## config.mk

```make
export PLATFORM = sky130hd
export DESIGN_NAME = two_button_debounce_panel_top_flat
export DESIGN_NICKNAME = d
export VERILOG_FILES = /design/src/sv/tbdp_pkg.sv /design/src/sv/tbdp_if.sv /design/src/sv/two_button_debounce_panel_top.sv /design/src/flat_wrapper.sv
export SDC_FILE = /design/constraint.sdc
export NUM_CORES = 1
export LEC_CHECK = 0
export BUFFER_PORTS_ARGS = -buffer_cell sky130_fd_sc_hd__buf_2
export CAP_MARGIN = 20
export CORE_MARGIN = 5
export CORE_UTILIZATION = 35
export DETAILED_ROUTE_END_ITERATION = 6
export MAX_ROUTING_LAYER = met4
export PLACE_DENSITY = 0.56
export SYNTH_ARGS = -nofsm -noshare
export SYNTH_HDL_FRONTEND = slang
export SYNTH_SLANG_ARGS = --single-unit
```

## constraint.sdc

```tcl
create_clock -name clk -period 4.6 [get_ports clk]
set_input_delay 0.92 -clock clk [delete_from_list [all_inputs] [get_ports clk]]
set_output_delay 0.92 -clock clk [all_outputs]
set_load 0.02 [all_outputs]
```

## src/sv/tbdp_pkg.sv

```systemverilog
// ----------------------------------------------------------------------------
// tbdp_pkg: shared types and constants of the two-button debounce panel
// Payload structs of both channels, the button A debouncer states and the
// mode range.
// ----------------------------------------------------------------------------
`timescale 1ns / 1ps

package tbdp_pkg;

  // Number of selectable modes; the mode steps 1..MODE_COUNT and wraps to 1
  localparam int MODE_COUNT = 7;
  localparam int MODE_BITS  = $clog2(MODE_COUNT + 1);
  // Internal mode register is never narrower than the 3-bit mode field
  localparam int MODE_W     = (MODE_BITS > 3) ? MODE_BITS : 3;

  // Reset value of the debounce length register
  localparam logic [7:0] DEBOUNCE_RESET = 8'd3;

  // Button A debouncer states
  typedef enum logic [1:0] {
    A_IDLE        = 2'd0,
    A_DEB_PRESS   = 2'd1,
    A_PRESSED     = 2'd2,
    A_DEB_RELEASE = 2'd3
  } a_state_t;

  // One scan tick
  typedef struct packed {
    logic pin_a_level;
    logic pin_b_level;
  } tick_t;

  // Panel status after one tick
  typedef struct packed {
    logic [2:0] mode;
    logic       running;
    logic       key_a_event;
    logic       key_b_event;
    logic       motor_stop;
  } status_t;

endpackage

```

## src/sv/tbdp_if.sv

```systemverilog
// ----------------------------------------------------------------------------
// tbdp_if: valid/ready channels of the two-button debounce panel
// tbdp_tick_if carries scan ticks, tbdp_status_if carries panel status.
// ----------------------------------------------------------------------------
`timescale 1ns / 1ps

interface tbdp_tick_if;
  logic           valid;
  logic           ready;
  tbdp_pkg::tick_t payload;

  modport source (output valid, output payload, input ready);
  modport sink   (input valid, input payload, output ready);
endinterface

interface tbdp_status_if;
  logic             valid;
  logic             ready;
  tbdp_pkg::status_t payload;

  modport source (output valid, output payload, input ready);
  modport sink   (input valid, input payload, output ready);
endinterface

```

## src/sv/two_button_debounce_panel_top.sv

```systemverilog
// ----------------------------------------------------------------------------
// two_button_debounce_panel_top: two-button control panel with debounce
// Takes one scan tick per cycle (pin levels of buttons A and B) and returns
// one status transaction per tick: mode, running, the two key events and the
// motor stop pulse. A tick passes an input register and a result register,
// so its status is offered on the result channel once it reaches the result register;
// a new tick is taken in every cycle while the status side keeps up, and one
// more tick is taken while a finished status waits. Button A (active low) is
// confirmed after debounce_ticks stable ticks that follow its first pressed
// tick. The user writes debounce_ticks through cfg_we/cfg_wdata only while
// the panel is idle (reset value 3); the block itself does not enforce this.
// A confirmed press steps the mode only while the car is stopped. Button B
// learns its idle level on the first tick and toggles running once per
// departure from idle; stopping a running car raises motor_stop.
// ----------------------------------------------------------------------------
`timescale 1ns / 1ps

module two_button_debounce_panel_top (
  input  logic                 clk,
  input  logic                 rst_n,
  tbdp_tick_if.sink            in_ch,
  tbdp_status_if.source        out_ch,
  input  logic                 cfg_we,
  input  logic [7:0]           cfg_wdata
);
  import tbdp_pkg::*;

  // Configuration
  logic [7:0]        debounce_ticks_r;

  // Input register
  logic              in_valid_r;
  tick_t             in_r;

  // Result register
  logic              out_valid_r;
  status_t           out_r;

  // Panel state
  a_state_t          a_state_r, a_state_nxt;
  logic [7:0]        a_count_r, a_count_nxt;
  logic              first_done_r;
  logic              b_idle_r, b_idle_nxt;
  logic              b_latched_r, b_latched_nxt;
  logic [MODE_W-1:0] mode_r, mode_nxt;
  logic              started_r, started_nxt;

  // Handshake
  logic              out_free;
  logic              advance;

  // Tick evaluation
  logic              a_pressed;
  a_state_t          a_state_eff;
  logic [7:0]        a_count_eff;
  logic [7:0]        a_count_inc;
  logic              a_confirm;
  logic              ev_a;
  logic              ev_b;
  logic              stop;
  logic              b_idle_eff;
  logic              b_latched_eff;

  assign out_free     = !out_valid_r || out_ch.ready;
  assign advance      = in_valid_r && out_free;
  assign in_ch.ready  = !in_valid_r || out_free;
  assign out_ch.valid = out_valid_r;
  assign out_ch.payload = out_r;

  // Hold the debounce length
  always_ff @(posedge clk) begin
    if (!rst_n) begin
      debounce_ticks_r <= DEBOUNCE_RESET;
    end else if (cfg_we) begin
      debounce_ticks_r <= cfg_wdata;
    end
  end

  // Capture an accepted tick
  always_ff @(posedge clk) begin
    if (!rst_n) begin
      in_valid_r <= 1'b0;
    end else if (in_ch.ready) begin
      in_valid_r <= in_ch.valid;
    end
  end

  always_ff @(posedge clk) begin
    if (in_ch.valid && in_ch.ready) begin
      in_r <= in_ch.payload;
    end
  end

  // On the first tick a held A starts in pressed and B learns its idle level
  assign a_pressed     = !in_r.pin_a_level;
  assign a_state_eff   = (!first_done_r && a_pressed) ? A_PRESSED : a_state_r;
  assign a_count_eff   = (!first_done_r && a_pressed) ? 8'd0 : a_count_r;
  assign b_idle_eff    = first_done_r ? b_idle_r : in_r.pin_b_level;
  assign b_latched_eff = first_done_r && b_latched_r;

  assign a_count_inc = a_count_eff + 8'd1;
  assign a_confirm   = (a_count_inc >= debounce_ticks_r);

  // Button A debouncer: next state and press event
  always_comb begin
    a_state_nxt = a_state_eff;
    a_count_nxt = a_count_eff;
    ev_a        = 1'b0;
    case (a_state_eff)
      A_IDLE: begin
        if (a_pressed) begin
          a_state_nxt = A_DEB_PRESS;
          a_count_nxt = 8'd0;
        end
      end
      A_DEB_PRESS: begin
        if (a_pressed) begin
          a_count_nxt = a_count_inc;
          if (a_confirm) begin
            a_state_nxt = A_PRESSED;
            ev_a        = 1'b1;
          end
        end else begin
          a_state_nxt = A_IDLE;
        end
      end
      A_PRESSED: begin
        if (!a_pressed) begin
          a_state_nxt = A_DEB_RELEASE;
          a_count_nxt = 8'd0;
        end
      end
      A_DEB_RELEASE: begin
        if (!a_pressed) begin
          a_count_nxt = a_count_inc;
          if (a_confirm) begin
            a_state_nxt = A_IDLE;
          end
        end else begin
          a_state_nxt = A_PRESSED;
        end
      end
      default: begin
        a_state_nxt = A_IDLE;
      end
    endcase
  end

  // Step the mode on a confirmed press while stopped, before B toggles running
  always_comb begin
    mode_nxt = mode_r;
    if (ev_a && !started_r) begin
      if (mode_r >= MODE_W'(MODE_COUNT)) begin
        mode_nxt = MODE_W'(1);
      end else begin
        mode_nxt = mode_r + MODE_W'(1);
      end
    end
  end

  // Button B: fire once per departure from idle and toggle running
  always_comb begin
    b_idle_nxt    = b_idle_eff;
    b_latched_nxt = b_latched_eff;
    started_nxt   = started_r;
    ev_b          = 1'b0;
    stop          = 1'b0;
    if (in_r.pin_b_level != b_idle_eff) begin
      if (!b_latched_eff) begin
        b_latched_nxt = 1'b1;
        ev_b          = 1'b1;
        started_nxt   = !started_r;
        stop          = started_r;
      end
    end else begin
      b_latched_nxt = 1'b0;
    end
  end

  // Advance panel state with each tick that moves to the result register
  always_ff @(posedge clk) begin
    if (!rst_n) begin
      a_state_r    <= A_IDLE;
      a_count_r    <= 8'd0;
      first_done_r <= 1'b0;
      b_idle_r     <= 1'b0;
      b_latched_r  <= 1'b0;
      mode_r       <= MODE_W'(1);
      started_r    <= 1'b0;
    end else if (advance) begin
      a_state_r    <= a_state_nxt;
      a_count_r    <= a_count_nxt;
      first_done_r <= 1'b1;
      b_idle_r     <= b_idle_nxt;
      b_latched_r  <= b_latched_nxt;
      mode_r       <= mode_nxt;
      started_r    <= started_nxt;
    end
  end

  // Hold the status until the sink takes it
  always_ff @(posedge clk) begin
    if (!rst_n) begin
      out_valid_r <= 1'b0;
    end else if (out_free) begin
      out_valid_r <= in_valid_r;
    end
  end

  always_ff @(posedge clk) begin
    if (advance) begin
      out_r.mode        <= mode_nxt[2:0];
      out_r.running     <= started_nxt;
      out_r.key_a_event <= ev_a;
      out_r.key_b_event <= ev_b;
      out_r.motor_stop  <= stop;
    end
  end

  // A stop pulse only comes from a B event that leaves the car stopped
  assert property (@(posedge clk) disable iff (!rst_n)
    out_valid_r && out_r.motor_stop |-> out_r.key_b_event && !out_r.running)
    else $error("motor_stop without a B event that stops the car");

  // Mode stays within 1..MODE_COUNT
  assert property (@(posedge clk) disable iff (!rst_n)
    (mode_r != '0) && (mode_r <= MODE_W'(MODE_COUNT)))
    else $error("mode register out of range");

  // Running changes only through a B event
  assert property (@(posedge clk) disable iff (!rst_n)
    advance && (started_nxt != started_r) |-> ev_b)
    else $error("running changed without a B event");

  // A stalled status is not overwritten
  assert property (@(posedge clk) disable iff (!rst_n)
    out_valid_r && !out_ch.ready |=> out_valid_r && $stable(out_r))
    else $error("stalled status changed");

endmodule
```

## src/flat_wrapper.sv

```systemverilog
// flat-port wrapper written by rule: the top's interface ports become plain ports
module two_button_debounce_panel_top_flat import tbdp_pkg::*;
  (clk, rst_n, cfg_we, cfg_wdata, in_ch_valid, in_ch_payload, in_ch_ready, out_ch_valid, out_ch_payload, out_ch_ready);
  tbdp_tick_if in_ch_i ();
  tbdp_status_if out_ch_i ();
  input  logic clk;
  input  logic rst_n;
  input  logic cfg_we;
  input  logic [7:0] cfg_wdata;
  input wire logic [$bits(in_ch_i.valid)-1:0] in_ch_valid;
  input wire logic [$bits(in_ch_i.payload)-1:0] in_ch_payload;
  output wire logic [$bits(in_ch_i.ready)-1:0] in_ch_ready;
  output wire logic [$bits(out_ch_i.valid)-1:0] out_ch_valid;
  output wire logic [$bits(out_ch_i.payload)-1:0] out_ch_payload;
  input wire logic [$bits(out_ch_i.ready)-1:0] out_ch_ready;
  assign in_ch_i.valid = in_ch_valid;
  assign in_ch_i.payload = in_ch_payload;
  assign in_ch_ready = in_ch_i.ready;
  assign out_ch_valid = out_ch_i.valid;
  assign out_ch_payload = out_ch_i.payload;
  assign out_ch_i.ready = out_ch_ready;
  two_button_debounce_panel_top u_core (.clk(clk), .rst_n(rst_n), .in_ch(in_ch_i), .out_ch(out_ch_i), .cfg_we(cfg_we), .cfg_wdata(cfg_wdata));
endmodule
```

==> qor.yml <==
place:
  gp_congestion: 0.897
  place_ws_ns: 0.633
  port_buffers: 23
  dp_hpwl_mm: 3.49
synthesis:
  muxShareOfSynthArea_pct: 7.49
  ys_top_cells_by_area: "dfxtp_1 (24%), edfxtp_1 (12%), ha_1 (7.3%)"
  yosys.area_share.simple_pct: 24.1
  synth_compound_area_share_pct: 16.0
  synthAdderAreaFrac_pct: 7.32
  ys.flop_type: "dfxtp_1"
  avgSynthCellArea_um2: 8.71
  synth_top_family_by_area: "simple AND/OR/NAND/NOR gates"
  synth.distinct_cells: 56
  synth_xor_area_share_pct: 3.15
  syn-cell-area_um2: 2220
  syn-num-nets: 283
  ys_ff_latch: 36
  synth_seq_area_share_pct: 36.5
  synth_cells: 255
  synth_top_area_share_pct: 24.3
  yosys_warnings: 0
  synth_enable_flop_cells: 9
  async_flop_share_pct: 0
  yosys.area.top_type: "dfxtp_1"
floorplan:
  die_h_um: 89.7
  coreArea_um2: 6280
  ios: 24
  start_util_pct: 35.4
  rows: 29
  dieWidth_um: 89.7
  die_area_um2: 8040
finish:
  drive_gt1_share_pct: 16.8
  area_growth_pct: 10.4
  antenna_cells: 0
  fin_util_pct: 39.1
  nets: 301
critical_path:
  cp_max_fo: 17
  crit_type: "reg2reg"
  start_kind: "flop"
  worstPathArrival_ns: 4.05
  endpoint_kind: "flop"
  r2r_cells: 13
  required_ns: 4.64
global_routing:
  overflow: 0
  grt_pass1_vias: 1797
  antenna_found_initial: 0
  grt_pass1_wl_mm: 8.18
  grt_max_degree: 20
  grt_usage_pct: 13.4
detailed_routing:
  drt.antenna.violating_nets: 0
  vias_per_cell: 5.25
  drc: 0
  vias: 1841
  wl_per_cell_um: 13.5
  drt_iter0_markers: 225
  dr.pass1.iters: 4
  drt_wl_total_mm: 4.76
clock_tree:
  cts-root-buf: "clkbuf_8"
  h-tree-depth: 2
  cts.sinks: 36
  clock_path_buffers: 2
  cts_buffers: 5
  clock_latency_ns: 0.28
  post_cts_resized: 0
  path_clk_slew_ns: 0.07
  cts_tree: "done"
  cts_setup_buffers: 0
  hold_buffers: 0
timing:
  finClkSkew_ns: 0.00336
  setup_tns_ns: 0
  slew_headroom_pct: 62.6
  slew_viol_final: 0
  final_hold_viol_count: 0
  worst_slack_ns: 0.587
  fmax_mhz: 249
  worst_pin_slew_ns: 0.560
  final-setup-viol-count: 0
  finalCritPeriodShare_pct: 87.2
  final.min_clock_period_ns: 4.01
  hold_slack_ns: 0.481
  rsz0062_at_grt: "false"
min_path:
  hold_depth: 2
  min_path_type: "reg2reg"
flow_run:
  cap_violations: 0
status:
  outcome: "finished, final reports clean"
power_and_ir_drop:
  total_power_mw: 0.638
  ir_drop_mv: 0.107
  power.density_nw_per_um2: 260
  power.leakage_nw: 0.945
[worst max-delay path, stage by stage (launching register included)]
cell      delay (ns)
edfxtp_1        0.67
or2_2           0.31
and2_1          0.22
ha_1            0.28
nand4_1         0.18
nor3b_1         0.42
xnor2_1         0.17
nor2_1          0.06
ha_1            0.28
nand3_1         0.10
nor2_1          0.19
a21oi_2         0.14
or3_4           0.43
mux2_4          0.31
[layer usage]
layer	global-route usage [%]	vias up	wire, µm
met2	20.8	53	2210
met1	17.0	843	2250
met4	5.28	0	80
met3	2.74	6	208
met5	-	-	0
li1	-	939	-
[cells in the final DEF, fill, tap and decap left out, drive strengths merged, types with 2 or more instances in the layout]
cell / n
a211o: 3
a211oi: 2
a21oi: 15
a22oi: 2
a31oi: 3
and2: 8
and3: 3
buf: 24
clkbuf: 6
clkinv: 4
dfxtp: 27
edfxtp: 9
ha: 13
inv: 10
mux2: 4
mux2i: 11
nand2: 27
nand2b: 4
nand3: 11
nand4: 4
nor2: 27
nor2b: 6
nor3: 4
o211ai: 4
o21ai: 9
o2bb2ai: 2
or2: 3
or3: 3
or3b: 2
xnor2: 5
xor2: 3
[synthesized netlist by cell type (2+ instances only)]
master,number
and3_1,2
nor3_1,4
edfxtp_1,9
nand3_1,11
nand2_1,26
o211ai_1,4
xor2_1,3
a31oi_1,3
mux2_4,3
dfxtp_1,27
clkinv_1,3
mux2i_1,11
a211oi_1,2
nor2b_1,6
or2_2,3
ha_1,13
buf_4,5
and2_1,8
xnor2_1,5
nand4_1,4
clkbuf_1,5
or3_1,2
buf_2,3
nor2_1,26
inv_1,9
a21oi_1,14
a211o_1,3
o21ai_0,8
o2bb2ai_1,2
nand2b_1,4
a22oi_1,2
[per-stage QoR]
| step | cells | area (µm²) |
|---|---|---|
| floorplan | 255 | 2220 |
| finish | 351 | 2450 |
| detailed placement | 343 | 2370 |
| global placement | 343 | 2370 |
| CTS | 351 | 2450 |
| global route | 351 | 2450 |
[sequential cells by signal, summed over array words and instances, names as in the netlist]
signal                   flops
u_core.a_count_r             8
u_core.out_ch.payload        7
u_core.b_idle_r              1
u_core.in_r                  2
u_core.debounce_ticks_r      8
u_core.out_ch.valid          1
u_core.a_state_r             2
u_core.in_valid_r            1
u_core.mode_r                3
u_core.first_done_r          1
u_core.started_r             1
u_core.b_latched_r           1
[area by class of cell]
cell class,count,area (µm²)
clock buffer,6,72.6
clock inverter,2,11.3
fill,645,3820
inverter,13,48.8
multi-input combinational,193,1290
sequential,36,811
tap,77,96.3
timing repair buffer,24,123
[report_power, final]
group,internal (mW),total (mW),switching [mW]
Clock,0.105,0.215,0.110
Combinational,0.0284,0.0731,0.0448
Sequential,0.336,0.349,0.0137
Total,0.469,0.638,0.169
[worst paths after layout]
check / startpoint / end / slack, ns
setup / recovery: u_core.in_r[1]$_DFFE_PP_ / u_core.out_ch.payload[6]$_DFFE_PP_ / 0.59
hold / removal: u_core.b_latched_r$_SDFFE_PN0P_ / u_core.b_latched_r$_SDFFE_PN0P_ / 0.48
setup reg to reg: u_core.in_r[1]$_DFFE_PP_ / u_core.out_ch.payload[6]$_DFFE_PP_ / 0.59
hold reg to reg: u_core.b_latched_r$_SDFFE_PN0P_ / u_core.b_latched_r$_SDFFE_PN0P_ / 0.48
[logic make-up after synthesis]
group,Yosys count
DFF,36
AOI/OAI and AO/OA,53
buffers and inverters,26
xor gates and xnor gates,8
adders and majority gates,13
muxes,15
and+or+nand+nor,104
No activity file was read; power rests on OpenSTA's default activity.
